## src/rtl/core/serial_3964r_frame_receiver_assert.svh

```systemverilog
// Assertion macros for the 3964R receiver.
// Both expect clk and rst_n in scope at the point of use.
`ifndef SERIAL_3964R_FRAME_RECEIVER_ASSERT_SVH
`define SERIAL_3964R_FRAME_RECEIVER_ASSERT_SVH

`ifndef SYNTH

// Same-cycle implication.
`define S3964_ASSERT_NOW(lbl, ante, cons) \
  lbl: assert property (@(posedge clk) disable iff (!rst_n) (ante) |-> (cons)) \
    else $error("3964R receiver: same-cycle check failed");

// Next-cycle implication.
`define S3964_ASSERT_NEXT(lbl, ante, cons) \
  lbl: assert property (@(posedge clk) disable iff (!rst_n) (ante) |=> (cons)) \
    else $error("3964R receiver: next-cycle check failed");

`else

`define S3964_ASSERT_NOW(lbl, ante, cons)
`define S3964_ASSERT_NEXT(lbl, ante, cons)

`endif

`endif

```

## src/rtl/core/s3964_pkg.sv

```systemverilog
`timescale 1ns / 1ps
`default_nettype none

package s3964_pkg;

  // Line characters
  localparam logic [7:0] STX = 8'd2;
  localparam logic [7:0] ETX = 8'd3;
  localparam logic [7:0] DLE = 8'd16;
  localparam logic [7:0] NAK = 8'd21;

  // Telegram buffer size and the usable payload cap
  localparam int unsigned FRAME_BYTES = 2048;
  localparam int unsigned PAYLOAD_CAP = FRAME_BYTES - 10;

  // Input kinds
  localparam logic IN_BYTE = 1'b0;
  localparam logic IN_TICK = 1'b1;

  // Link phases
  localparam logic [1:0] PH_IDLE = 2'd0;
  localparam logic [1:0] PH_DATA = 2'd1;
  localparam logic [1:0] PH_ESC  = 2'd2;
  localparam logic [1:0] PH_BCC  = 2'd3;

  // Result kinds
  localparam logic [1:0] RK_DATA  = 2'd0;
  localparam logic [1:0] RK_REPLY = 2'd1;
  localparam logic [1:0] RK_END   = 2'd2;

  // Reply codes
  localparam logic [1:0] RP_NONE = 2'd0;
  localparam logic [1:0] RP_DLE  = 2'd1;
  localparam logic [1:0] RP_NAK  = 2'd2;

  // Frame status
  localparam logic [2:0] ST_OK       = 3'd0;
  localparam logic [2:0] ST_BCC      = 3'd1;
  localparam logic [2:0] ST_TIMEOUT  = 3'd2;
  localparam logic [2:0] ST_OVERFLOW = 3'd3;
  localparam logic [2:0] ST_BADSTART = 3'd4;

  // Configuration register indexes
  localparam logic [1:0] CFG_TIMEOUT = 2'd0;
  localparam logic [1:0] CFG_ACK_BAD = 2'd1;
  localparam logic [1:0] CFG_MAX_PL  = 2'd2;

  // Result queue depth (bundles)
  localparam int unsigned QUEUE_DEPTH = 4;

  typedef struct packed {
    logic [1:0]  out_kind;
    logic [7:0]  data_byte;
    logic [1:0]  reply;
    logic [2:0]  status;
    logic [15:0] error_total;
  } res_t;

  // Everything one input item produces: one or two results
  typedef struct packed {
    logic two;
    res_t r0;
    res_t r1;
  } bundle_t;

  typedef struct packed {
    logic full;
    logic empty;
  } q_stat_t;

  function automatic res_t mk_res(input logic [1:0] k, input logic [7:0] d,
                                  input logic [1:0] r, input logic [2:0] s,
                                  input logic [15:0] e);
    res_t x;
    x.out_kind    = k;
    x.data_byte   = d;
    x.reply       = r;
    x.status      = s;
    x.error_total = e;
    return x;
  endfunction

endpackage

`default_nettype wire

```

## src/rtl/core/s3964_front.sv

```systemverilog
`timescale 1ns / 1ps
`default_nettype none

module s3964_front (
  input  wire logic              clk,
  input  wire logic              rst_n,
  input  wire logic              cfg_we,
  input  wire logic [1:0]        cfg_addr,
  input  wire logic [15:0]       cfg_wdata,
  input  wire logic              in_fire,
  input  wire logic              in_kind,
  input  wire logic [7:0]        in_byte,
  output      logic              push,
  output      s3964_pkg::bundle_t push_data,
  output      logic [1:0]        phase
);
  import s3964_pkg::*;

  localparam logic [16:0] CapWide = 17'(PAYLOAD_CAP);

  logic [15:0] timeout_r;
  logic        ack_bad_r;
  logic [10:0] max_pl_r;

  logic [1:0]  phase_r, phase_nxt;
  logic [7:0]  bcc_r, bcc_nxt;
  logic [10:0] cnt_r, cnt_nxt;
  logic [15:0] ticks_r, ticks_nxt;
  logic [15:0] err_r, err_nxt;

  logic [10:0] limit;
  logic        at_lim, at_lim2;
  logic [15:0] err_inc, ticks_inc;
  logic        has;
  bundle_t     bnd;

  // config
  always_ff @(posedge clk) begin
    if (!rst_n) begin
      timeout_r <= 16'd1000;
      ack_bad_r <= 1'b0;
      max_pl_r  <= 11'd2038;
    end else if (cfg_we) begin
      case (cfg_addr)
        CFG_TIMEOUT: timeout_r <= cfg_wdata;
        CFG_ACK_BAD: ack_bad_r <= cfg_wdata[0];
        CFG_MAX_PL:  max_pl_r  <= cfg_wdata[10:0];
        default: ;
      endcase
    end
  end

  assign limit   = ({6'd0, max_pl_r} < CapWide) ? max_pl_r : CapWide[10:0];
  assign at_lim  = cnt_r >= limit;
  assign at_lim2 = ({1'b0, cnt_r} + 12'd1) >= {1'b0, limit};
  assign err_inc   = (err_r != 16'hFFFF) ? err_r + 16'd1 : err_r;
  assign ticks_inc = (ticks_r != 16'hFFFF) ? ticks_r + 16'd1 : ticks_r;

  always_comb begin
    phase_nxt = phase_r;
    bcc_nxt   = bcc_r;
    cnt_nxt   = cnt_r;
    ticks_nxt = ticks_r;
    err_nxt   = err_r;
    has       = 1'b0;
    bnd       = '0;
    if (in_kind == IN_TICK) begin
      if (phase_r != PH_IDLE) begin
        ticks_nxt = ticks_inc;
        if (ticks_inc >= timeout_r) begin
          phase_nxt = PH_IDLE;
          ticks_nxt = '0;
          err_nxt   = err_inc;
          has       = 1'b1;
          bnd.r0    = mk_res(RK_END, 8'd0, RP_NONE, ST_TIMEOUT, err_inc);
        end
      end
    end else begin
      if (phase_r != PH_IDLE) ticks_nxt = '0;
      has = 1'b1;
      case (phase_r)
        PH_IDLE: begin
          if (in_byte == STX) begin
            phase_nxt = PH_DATA;
            bcc_nxt   = DLE ^ ETX;
            cnt_nxt   = '0;
            ticks_nxt = '0;
            bnd.r0    = mk_res(RK_REPLY, 8'd0, RP_DLE, ST_OK, err_r);
          end else begin
            ticks_nxt = '0;
            err_nxt   = err_inc;
            bnd.r0    = mk_res(RK_END, 8'd0, (in_byte == NAK) ? RP_NONE : RP_NAK,
                               ST_BADSTART, err_inc);
          end
        end
        PH_DATA: begin
          if (in_byte == DLE) begin
            phase_nxt = PH_ESC;
            has       = 1'b0;
          end else if (at_lim) begin
            phase_nxt = PH_IDLE;
            err_nxt   = err_inc;
            bnd.r0    = mk_res(RK_END, 8'd0, RP_NONE, ST_OVERFLOW, err_inc);
          end else begin
            cnt_nxt = cnt_r + 11'd1;
            bcc_nxt = bcc_r ^ in_byte;
            bnd.r0  = mk_res(RK_DATA, in_byte, RP_NONE, ST_OK, err_r);
          end
        end
        PH_ESC: begin
          phase_nxt = PH_DATA;
          if (in_byte == ETX) begin
            phase_nxt = PH_BCC;
            has       = 1'b0;
          end else if (at_lim) begin
            phase_nxt = PH_IDLE;
            err_nxt   = err_inc;
            bnd.r0    = mk_res(RK_END, 8'd0, RP_NONE, ST_OVERFLOW, err_inc);
          end else if (in_byte == DLE) begin
            cnt_nxt = cnt_r + 11'd1;
            bnd.r0  = mk_res(RK_DATA, DLE, RP_NONE, ST_OK, err_r);
          end else if (at_lim2) begin
            // lenient escape: the stuffed DLE fits, the byte after it does not
            phase_nxt = PH_IDLE;
            cnt_nxt   = cnt_r + 11'd1;
            err_nxt   = err_inc;
            bnd.two   = 1'b1;
            bnd.r0    = mk_res(RK_DATA, DLE, RP_NONE, ST_OK, err_r);
            bnd.r1    = mk_res(RK_END, 8'd0, RP_NONE, ST_OVERFLOW, err_inc);
          end else begin
            cnt_nxt = cnt_r + 11'd2;
            bcc_nxt = bcc_r ^ in_byte;
            bnd.two = 1'b1;
            bnd.r0  = mk_res(RK_DATA, DLE, RP_NONE, ST_OK, err_r);
            bnd.r1  = mk_res(RK_DATA, in_byte, RP_NONE, ST_OK, err_r);
          end
        end
        default: begin
          phase_nxt = PH_IDLE;
          if (in_byte == bcc_r) begin
            bnd.r0 = mk_res(RK_END, 8'd0, RP_DLE, ST_OK, err_r);
          end else begin
            err_nxt = err_inc;
            bnd.r0  = mk_res(RK_END, 8'd0, ack_bad_r ? RP_DLE : RP_NONE, ST_BCC, err_inc);
          end
        end
      endcase
    end
  end

  always_ff @(posedge clk) begin
    if (!rst_n) begin
      phase_r <= PH_IDLE;
      bcc_r   <= '0;
      cnt_r   <= '0;
      ticks_r <= '0;
      err_r   <= '0;
    end else if (in_fire) begin
      phase_r <= phase_nxt;
      bcc_r   <= bcc_nxt;
      cnt_r   <= cnt_nxt;
      ticks_r <= ticks_nxt;
      err_r   <= err_nxt;
    end
  end

  assign push      = in_fire & has;
  assign push_data = bnd;
  assign phase     = phase_r;

endmodule

`default_nettype wire

```

## src/rtl/core/s3964_queue.sv

```systemverilog
`timescale 1ns / 1ps
`default_nettype none

module s3964_queue (
  input  wire logic               clk,
  input  wire logic               rst_n,
  input  wire logic               push,
  input  wire s3964_pkg::bundle_t wdata,
  input  wire logic               pop,
  output      s3964_pkg::bundle_t rdata,
  output      s3964_pkg::q_stat_t stat
);
  import s3964_pkg::*;

  localparam int unsigned AW = $clog2(QUEUE_DEPTH);
  localparam logic [AW:0] DepthC = (AW + 1)'(QUEUE_DEPTH);

  bundle_t         mem_r [QUEUE_DEPTH];
  logic [AW-1:0]   wp_r, rp_r;
  logic [AW:0]     cnt_r, cnt_nxt;

  function automatic logic [AW-1:0] inc_ptr(input logic [AW-1:0] p);
    return (p == AW'(QUEUE_DEPTH - 1)) ? '0 : p + AW'(1);
  endfunction

  always_ff @(posedge clk) begin
    if (push) mem_r[wp_r] <= wdata;
  end

  always_comb begin
    cnt_nxt = cnt_r;
    if (push && !pop) cnt_nxt = cnt_r + (AW + 1)'(1);
    else if (pop && !push) cnt_nxt = cnt_r - (AW + 1)'(1);
  end

  always_ff @(posedge clk) begin
    if (!rst_n) begin
      wp_r  <= '0;
      rp_r  <= '0;
      cnt_r <= '0;
    end else begin
      if (push) wp_r <= inc_ptr(wp_r);
      if (pop)  rp_r <= inc_ptr(rp_r);
      cnt_r <= cnt_nxt;
    end
  end

  assign rdata      = mem_r[rp_r];
  assign stat.full  = (cnt_r == DepthC);
  assign stat.empty = (cnt_r == '0);

endmodule

`default_nettype wire

```

## src/rtl/core/s3964_back.sv

```systemverilog
`timescale 1ns / 1ps
`default_nettype none

module s3964_back (
  input  wire logic               clk,
  input  wire logic               rst_n,
  input  wire s3964_pkg::bundle_t head,
  input  wire s3964_pkg::q_stat_t q_stat,
  output      logic               pop,
  output      logic               out_valid,
  input  wire logic               out_ready,
  output      s3964_pkg::res_t    out_res,
  output      logic               out_last
);
  import s3964_pkg::*;

  logic valid_r, sel_r;
  res_t res_r;
  logic last_r;
  logic load;

  assign load = !valid_r || out_ready;
  assign pop  = load && !q_stat.empty && (sel_r || !head.two);

  always_ff @(posedge clk) begin
    if (!rst_n) begin
      valid_r <= 1'b0;
      sel_r   <= 1'b0;
    end else if (load) begin
      valid_r <= !q_stat.empty;
      if (!q_stat.empty) sel_r <= !sel_r && head.two;
    end
  end

  // payload only
  always_ff @(posedge clk) begin
    if (load) begin
      res_r  <= sel_r ? head.r1 : head.r0;
      last_r <= sel_r || !head.two;
    end
  end

  assign out_valid = valid_r;
  assign out_res   = res_r;
  assign out_last  = last_r;

endmodule

`default_nettype wire

```

## src/rtl/core/serial_3964r_frame_receiver.sv

```systemverilog
`timescale 1ns / 1ps
`default_nettype none
// Channel   Dir  Handshake          Beat contents
// in_       in   tvalid/tready      tuser: kind; tdata: rx_byte
// out_      out  tvalid/tready      tuser: out_kind; tlast: last;
//                                   tdata: data_byte, reply, status, error_total
// cfg_      in   we (no wait)       addr: register index; wdata: value
//
// One input beat per cycle is taken while the result queue has room; the
// protocol state machine decides the whole item in that cycle.
// Results leave through a registered output stage that sits behind the queue;
// an item with two results leaves as two output beats, the first one first.
// rst_n is synchronous: it empties the queue and returns the link to idle.
// A stall on out_ fills the four-bundle queue before in_tready drops.

module serial_3964r_frame_receiver (
  input  wire logic        clk,
  input  wire logic        rst_n,
  input  wire logic        cfg_we,
  input  wire logic [1:0]  cfg_addr,
  input  wire logic [15:0] cfg_wdata,
  input  wire logic        in_tvalid,
  output      logic        in_tready,
  input  wire logic        in_tuser,   // [0] kind
  input  wire logic [7:0]  in_tdata,   // [7:0] rx_byte
  output      logic        out_tvalid,
  input  wire logic        out_tready,
  output      logic [1:0]  out_tuser,  // [1:0] out_kind
  output      logic        out_tlast,
  output      logic [31:0] out_tdata   // [7:0] data_byte, [9:8] reply,
                                       // [12:10] status, [28:13] error_total
);
  import s3964_pkg::*;

  `include "serial_3964r_frame_receiver_assert.svh"

  logic    in_fire;
  logic    push, pop;
  bundle_t push_data, head;
  q_stat_t q_stat;
  res_t    res;
  logic [1:0] phase;

  assign in_tready = !q_stat.full;
  assign in_fire   = in_tvalid && in_tready;

  // front: protocol decode, one beat per cycle while the queue has room
  s3964_front u_front (
    .clk       (clk),
    .rst_n     (rst_n),
    .cfg_we    (cfg_we),
    .cfg_addr  (cfg_addr),
    .cfg_wdata (cfg_wdata),
    .in_fire   (in_fire),
    .in_kind   (in_tuser),
    .in_byte   (in_tdata),
    .push      (push),
    .push_data (push_data),
    .phase     (phase)
  );

  // decoupling queue of result bundles
  s3964_queue u_queue (
    .clk   (clk),
    .rst_n (rst_n),
    .push  (push),
    .wdata (push_data),
    .pop   (pop),
    .rdata (head),
    .stat  (q_stat)
  );

  // back: splits bundles into output beats
  s3964_back u_back (
    .clk       (clk),
    .rst_n     (rst_n),
    .head      (head),
    .q_stat    (q_stat),
    .pop       (pop),
    .out_valid (out_tvalid),
    .out_ready (out_tready),
    .out_res   (res),
    .out_last  (out_tlast)
  );

  assign out_tuser = res.out_kind;
  assign out_tdata = {3'd0, res.error_total, res.status, res.reply, res.data_byte};

  // a reply-only result is always alone
  `S3964_ASSERT_NOW(a_reply_alone, out_tvalid && res.out_kind == RK_REPLY, out_tlast)
  // payload beats carry no reply and no status
  `S3964_ASSERT_NOW(a_data_clean, out_tvalid && res.out_kind == RK_DATA,
                    res.reply == RP_NONE && res.status == ST_OK)
  // a good frame end is always acknowledged
  `S3964_ASSERT_NOW(a_ok_ack, out_tvalid && res.out_kind == RK_END && res.status == ST_OK,
                    res.reply == RP_DLE)
  // the second half of a two-result bundle follows straight on
  `S3964_ASSERT_NEXT(a_pair_tight, out_tvalid && out_tready && !out_tlast, out_tvalid)
  // STX while idle opens a frame
  `S3964_ASSERT_NEXT(a_stx_opens,
                     in_fire && in_tuser == IN_BYTE && in_tdata == STX && phase == PH_IDLE,
                     phase == PH_DATA)

endmodule

`default_nettype wire
```

## config.mk

```make
export PLATFORM = sky130hd
export DESIGN_NAME = serial_3964r_frame_receiver
export DESIGN_NICKNAME = d
export VERILOG_FILES = /design/src/rtl/core/s3964_pkg.sv /design/src/rtl/core/s3964_front.sv /design/src/rtl/core/s3964_queue.sv /design/src/rtl/core/s3964_back.sv /design/src/rtl/core/serial_3964r_frame_receiver.sv
export VERILOG_INCLUDE_DIRS = /design/src /design/src/rtl/core
export SDC_FILE = /design/constraint.sdc
export NUM_CORES = 1
export LEC_CHECK = 0
export ABC_AREA = 1
export BUFFER_PORTS_ARGS = -buffer_cell sky130_fd_sc_hd__clkbuf_2
export CAP_MARGIN = 15
export CORE_ASPECT_RATIO = 1.4
export CORE_MARGIN = 2
export CORE_UTILIZATION = 30
export CTS_CLUSTER_DIAMETER = 200
export DETAILED_ROUTE_END_ITERATION = 16
export GPL_TIMING_DRIVEN = 0
export PLACE_DENSITY = 0.55
export SLEW_MARGIN = 10
export SYNTH_ARGS = -nofsm -noshare
export SYNTH_HDL_FRONTEND = slang
export SYNTH_HIERARCHICAL = 1
export SYNTH_SLANG_ARGS = --single-unit
```

## constraint.sdc

```tcl
create_clock -name clk -period 10 [get_ports clk]
set_input_delay 0.5 -clock clk [delete_from_list [all_inputs] [get_ports clk]]
set_output_delay 0.5 -clock clk [all_outputs]
set_load 0.02 [all_outputs]
```

==> impl_summary.md <==
Yosys
The number of enable-type register cells in the synthesized netlist is between 200 and 300. The share of flip-flops with an asynchronous set or reset after synthesis is 0%. The post-synthesis sequential element count is 376. The cell count after synthesis came out at ~1900. After synthesis, flip-flops and latches occupy approximately 56% of the total area. By count the netlist is led by 364 x sky130_fd_sc_hd__nand2_1, 284 x sky130_fd_sc_hd__edfxtp_1, 236 x sky130_fd_sc_hd__nor2_1, 166 x sky130_fd_sc_hd__o21ai_0, 157 x sky130_fd_sc_hd__inv_1. The synthesized design devotes to its leading area cell type a little under half of total area. By area the synthesized netlist is led by sky130_fd_sc_hd__edfxtp_1 46%, sky130_fd_sc_hd__dfxtp_1 10%, sky130_fd_sc_hd__nand2_1 7.4%. A synthesized cell averages about 9.6 um2.

The largest total area in the synthesized netlist belongs to sky130_fd_sc_hd__edfxtp_1. During synthesis, Yosys emitted a total of 6 warnings. The netlist uses 61 different library cells. The most common cell in the synthesized netlist is sky130_fd_sc_hd__nand2_1.

After synthesis the cells add up to 18400 um2. In the synthesized netlist the dominant register cell turns out to be sky130_fd_sc_hd__edfxtp_1.

Floorplan
In this run the standard cell core region covers 60800 um2. The starting utilization of the core area is 30.3%. The placement row count is 107. The die outline area is around 63000 um2. The die is 297 um tall. 69 I/O pins were placed.

Measured along the x axis, the die boundary spans approximately 210 um.

Timing
In the finished design, the share of the clock period the worst path needs comes to 48.1%. Setup violations remaining at the end of the flow were counted as 0. The remaining max-slew budget at the tightest pin is a little over a fifth.

The number of endpoints with negative hold slack in the final report came to 0. Setup repair after global routing left no endpoint under its margin. The worst-margin pin slew is ~1.2 ns. In the final timing run, aggregate negative setup slack is 0 ns.

The count of final max-slew check failures came to 0. The post-route minimum period is 4.81 ns. Between clock sinks in the finished design, the worst skew comes to around 0.017 ns. After layout, the worst setup slack is just over 5 ns. The maximum frequency from static timing analysis is ~210 MHz.

Final layout
The layout has just over 6000 filler cells. The number of antenna diodes is 0. The proportion of layout cells with a drive suffix above 1 is between 10% and 20%.

The final design instance area without fill is approximately 21000 um2. Measured on the finished design, the core utilization comes to 35.1%. The layout net count is roughly 2100.

The area growth from synthesis to layout is 15.5%. For this run, the number of standard cells in the final layout without fillers is about 2900.

Run
The number of max-cap violations is 0.

Routing
The residual antenna-violating net count after detailed routing is 0. The detailed-route wire length is 51300 um. Using the TritonRoute via totals, the vias-per-cell ratio works out to between 4 and 5. In the final routed layout, each cell accounts on average for about 18 um.

In this run, the number of DRC markers left after iteration 0 of detailed routing was between 800 and 900. For this block, the via count after detailed routing is between 10000 and 15000. The first-pass iteration count of the detailed router is 7. After detailed routing, the number of remaining DRC violations is 0.

Clock network
The maximum clock insertion buffer count is 3. The H-tree was split into 2 levels. The number of buffers inserted for hold repair after clock tree synthesis is 0. After clock tree synthesis, the setup repair step added 0 buffers. The source-to-sink clock delay at the later pin of the worst-skew pair is ~0.55 ns. TritonCTS built the clock tree. The total of cells resized after clock tree synthesis is 0.

The count of clock tree sinks is 376. Clock tree synthesis selected as its root buffer the cell sky130_fd_sc_hd__clkbuf_16. After clock tree synthesis, the clock-pin slew on the worst setup and hold paths is 0.06 ns. The number of CTS-inserted buffers is 39.

Place
The placed instance area is roughly 20000 um2. The last weighted congestion value of the routability-driven placer is slightly below 0.9. In this run the tool buffered the top-level ports with 65 buffer cells. The number of placed instances with taps included is 2804. The minimum setup slack after placement is roughly 5.2 ns. Summed over all nets, the half-perimeter wirelength after detailed placement is around 37000 um.

Critical path
The top fanout value on the critical path is 45. The data arrival time of the worst path is around 5.0 ns. The register-to-register path setup slack is roughly 5.2 ns.

STA classifies the critical path startpoint as a flip-flop. STA classifies the critical path endpoint as a flip-flop. The class of the most critical setup path is flip-flop to flip-flop.

At the worst endpoint, the required time is between 10 and 15 ns.

Pwr
VDD sags by at most approximately 0.11 mV. Summed over all cells, the static leakage comes to roughly 8.5 nW. Dividing total power by cell area gives a power density of 232 nW/um2.

GRT
Global routing used between 10% and 20% of the available tracks across all layers. The largest net degree at the start of global routing is 46. The number of global-route vias before repair is between 10000 and 15000. Summed over all layers, the global routing overflow is 0.

The initial antenna violation count is 0. The first global-routing pass estimated approximately 78000 um of wire.

Min path
The class of the most critical hold timing path is input pin to flip-flop.

Outcome
The flow ran to the end, and the final reports show no timing, DRC or antenna violations.
[per-stage QoR]
step	power [mW]	hold slack, ns
finish	4.95	0.202
floorplan	2.93	0.421
global route	5.21	0.190
detailed placement	3.46	0.459
global placement	3.43	0.453
CTS	5.01	0.178
[critical path, stage by stage (launching register included)]
cell and delay [ns]:
sky130_fd_sc_hd__dfxtp_1 0.41, sky130_fd_sc_hd__ha_1 0.21, sky130_fd_sc_hd__nand2_1 0.06, sky130_fd_sc_hd__inv_1 0.07, sky130_fd_sc_hd__nand3_1 0.09, sky130_fd_sc_hd__nor2_1 0.14
sky130_fd_sc_hd__nand4_1 0.14, sky130_fd_sc_hd__nor2_1 0.15, sky130_fd_sc_hd__nand2_1 0.08, sky130_fd_sc_hd__nor2_1 0.22, sky130_fd_sc_hd__nand2_1 0.12, sky130_fd_sc_hd__nor2_1 0.10
sky130_fd_sc_hd__nor2_1 0.07, sky130_fd_sc_hd__ha_1 0.27, sky130_fd_sc_hd__nand2_1 0.06, sky130_fd_sc_hd__inv_1 0.05, sky130_fd_sc_hd__nand3_1 0.09, sky130_fd_sc_hd__nor3_1 0.30
sky130_fd_sc_hd__nand3_1 0.15, sky130_fd_sc_hd__nand4_1 0.26, sky130_fd_sc_hd__nand3_1 0.10, sky130_fd_sc_hd__inv_1 0.21, sky130_fd_sc_hd__o31ai_1 0.15, sky130_fd_sc_hd__inv_1 0.21
sky130_fd_sc_hd__nand2_1 0.13, sky130_fd_sc_hd__inv_4 0.28, sky130_fd_sc_hd__buf_16 0.31
[per-layer routing]
metal	wire, um	vias to the layer above	part of all wire (%)	track usage [%]
met3	2210	99	4.3	1.87
met2	27400	400	53	30.7
met1	19900	6806	39	17.7
li1	-	6819	-	-
met4	1770	0	3.5	5.87
met5	0	-	0	0
[final cells by class]
class | instances | area, um2 | area share (%)
Multi-Input combinational cell | 1278 | 6870 | 32.3
Inverter | 172 | 677 | 3.18
Tap cell | 817 | 1020 | 4.80
Clock inverter | 26 | 302 | 1.42
Buffer | 91 | 552 | 2.59
Timing Repair Buffer | 70 | 455 | 2.14
Clock buffer | 46 | 1050 | 4.95
Sequential cell | 376 | 10400 | 48.7
[where the power goes]
group | switching (mW) | internal, mW | total (mW)
combinational | 1.05 | 0.465 | 1.51
sequential | 0.0516 | 1.85 | 1.90
clock | 0.621 | 0.915 | 1.54
[sequential cells by signal, indices dropped and copies added (netlist names), named ones only]
name               count
u_back/out_last        1
u_back/out_res        31
u_back/out_valid       1
u_back/sel_r           1
u_front/ack_bad_r      1
u_front/bcc_r          8
u_front/cnt_r         11
u_front/err_r         16
u_front/max_pl_r      11
u_front/phase          2
u_front/ticks_r       16
u_front/timeout_r     16
u_queue/cnt_r          3
u_queue/mem_r        252
u_queue/rp_r           2
u_queue/wp_r           2
[layout by cell type, fill, tap and decap left out, types with 13 or more instances in the layout]
master and n:
sky130_fd_sc_hd__nand2_1 363, sky130_fd_sc_hd__edfxtp_1 284, sky130_fd_sc_hd__nor2_1 236, sky130_fd_sc_hd__o21ai_0 166, sky130_fd_sc_hd__inv_1 153, sky130_fd_sc_hd__dfxtp_1 92
sky130_fd_sc_hd__clkbuf_2 73, sky130_fd_sc_hd__a21oi_1 65, sky130_fd_sc_hd__nand3_1 63, sky130_fd_sc_hd__ha_1 46, sky130_fd_sc_hd__clkbuf_16 41, sky130_fd_sc_hd__o22ai_1 41
sky130_fd_sc_hd__nor2_2 35, sky130_fd_sc_hd__clkbuf_1 34, sky130_fd_sc_hd__nor3_1 30, sky130_fd_sc_hd__o22ai_2 30, sky130_fd_sc_hd__xor2_1 29, sky130_fd_sc_hd__a22oi_1 29
sky130_fd_sc_hd__nand4_1 22, sky130_fd_sc_hd__o211ai_1 20, sky130_fd_sc_hd__buf_2 19, sky130_fd_sc_hd__buf_4 18, sky130_fd_sc_hd__o21ai_1 17, sky130_fd_sc_hd__nand2_2 14
sky130_fd_sc_hd__buf_6 13
[worst paths after layout]
check	from	to	cells after the start
max reg2reg	u_front/ticks_r[0]	u_queue/mem_r[0][38]	26
max	u_front/ticks_r[0]	u_queue/mem_r[0][38]	26
min	cfg_wdata[8]	u_front/max_pl_r[8]	3
min reg2reg	u_front/timeout_r[1]	u_front/timeout_r[1]	2
[kinds of logic (layout without fill, tap and decap cells)]
kind of cell             count (synthesis)  in the layout  share of synthesized area (%)
buffers and inverters                  263            405                           6.61
adder cells (fa/ha/maj)                 47             47                           3.23
AND/OR/NAND/NOR                        797            797                           19.0
other                                    2              7                         0.0407
XOR/XNOR                                34             34                           1.61
AO/OA/AOI/OAI                          393            393                           13.3
flip-flops                             376            376                           56.2
(Power assumes the default switching activity.)
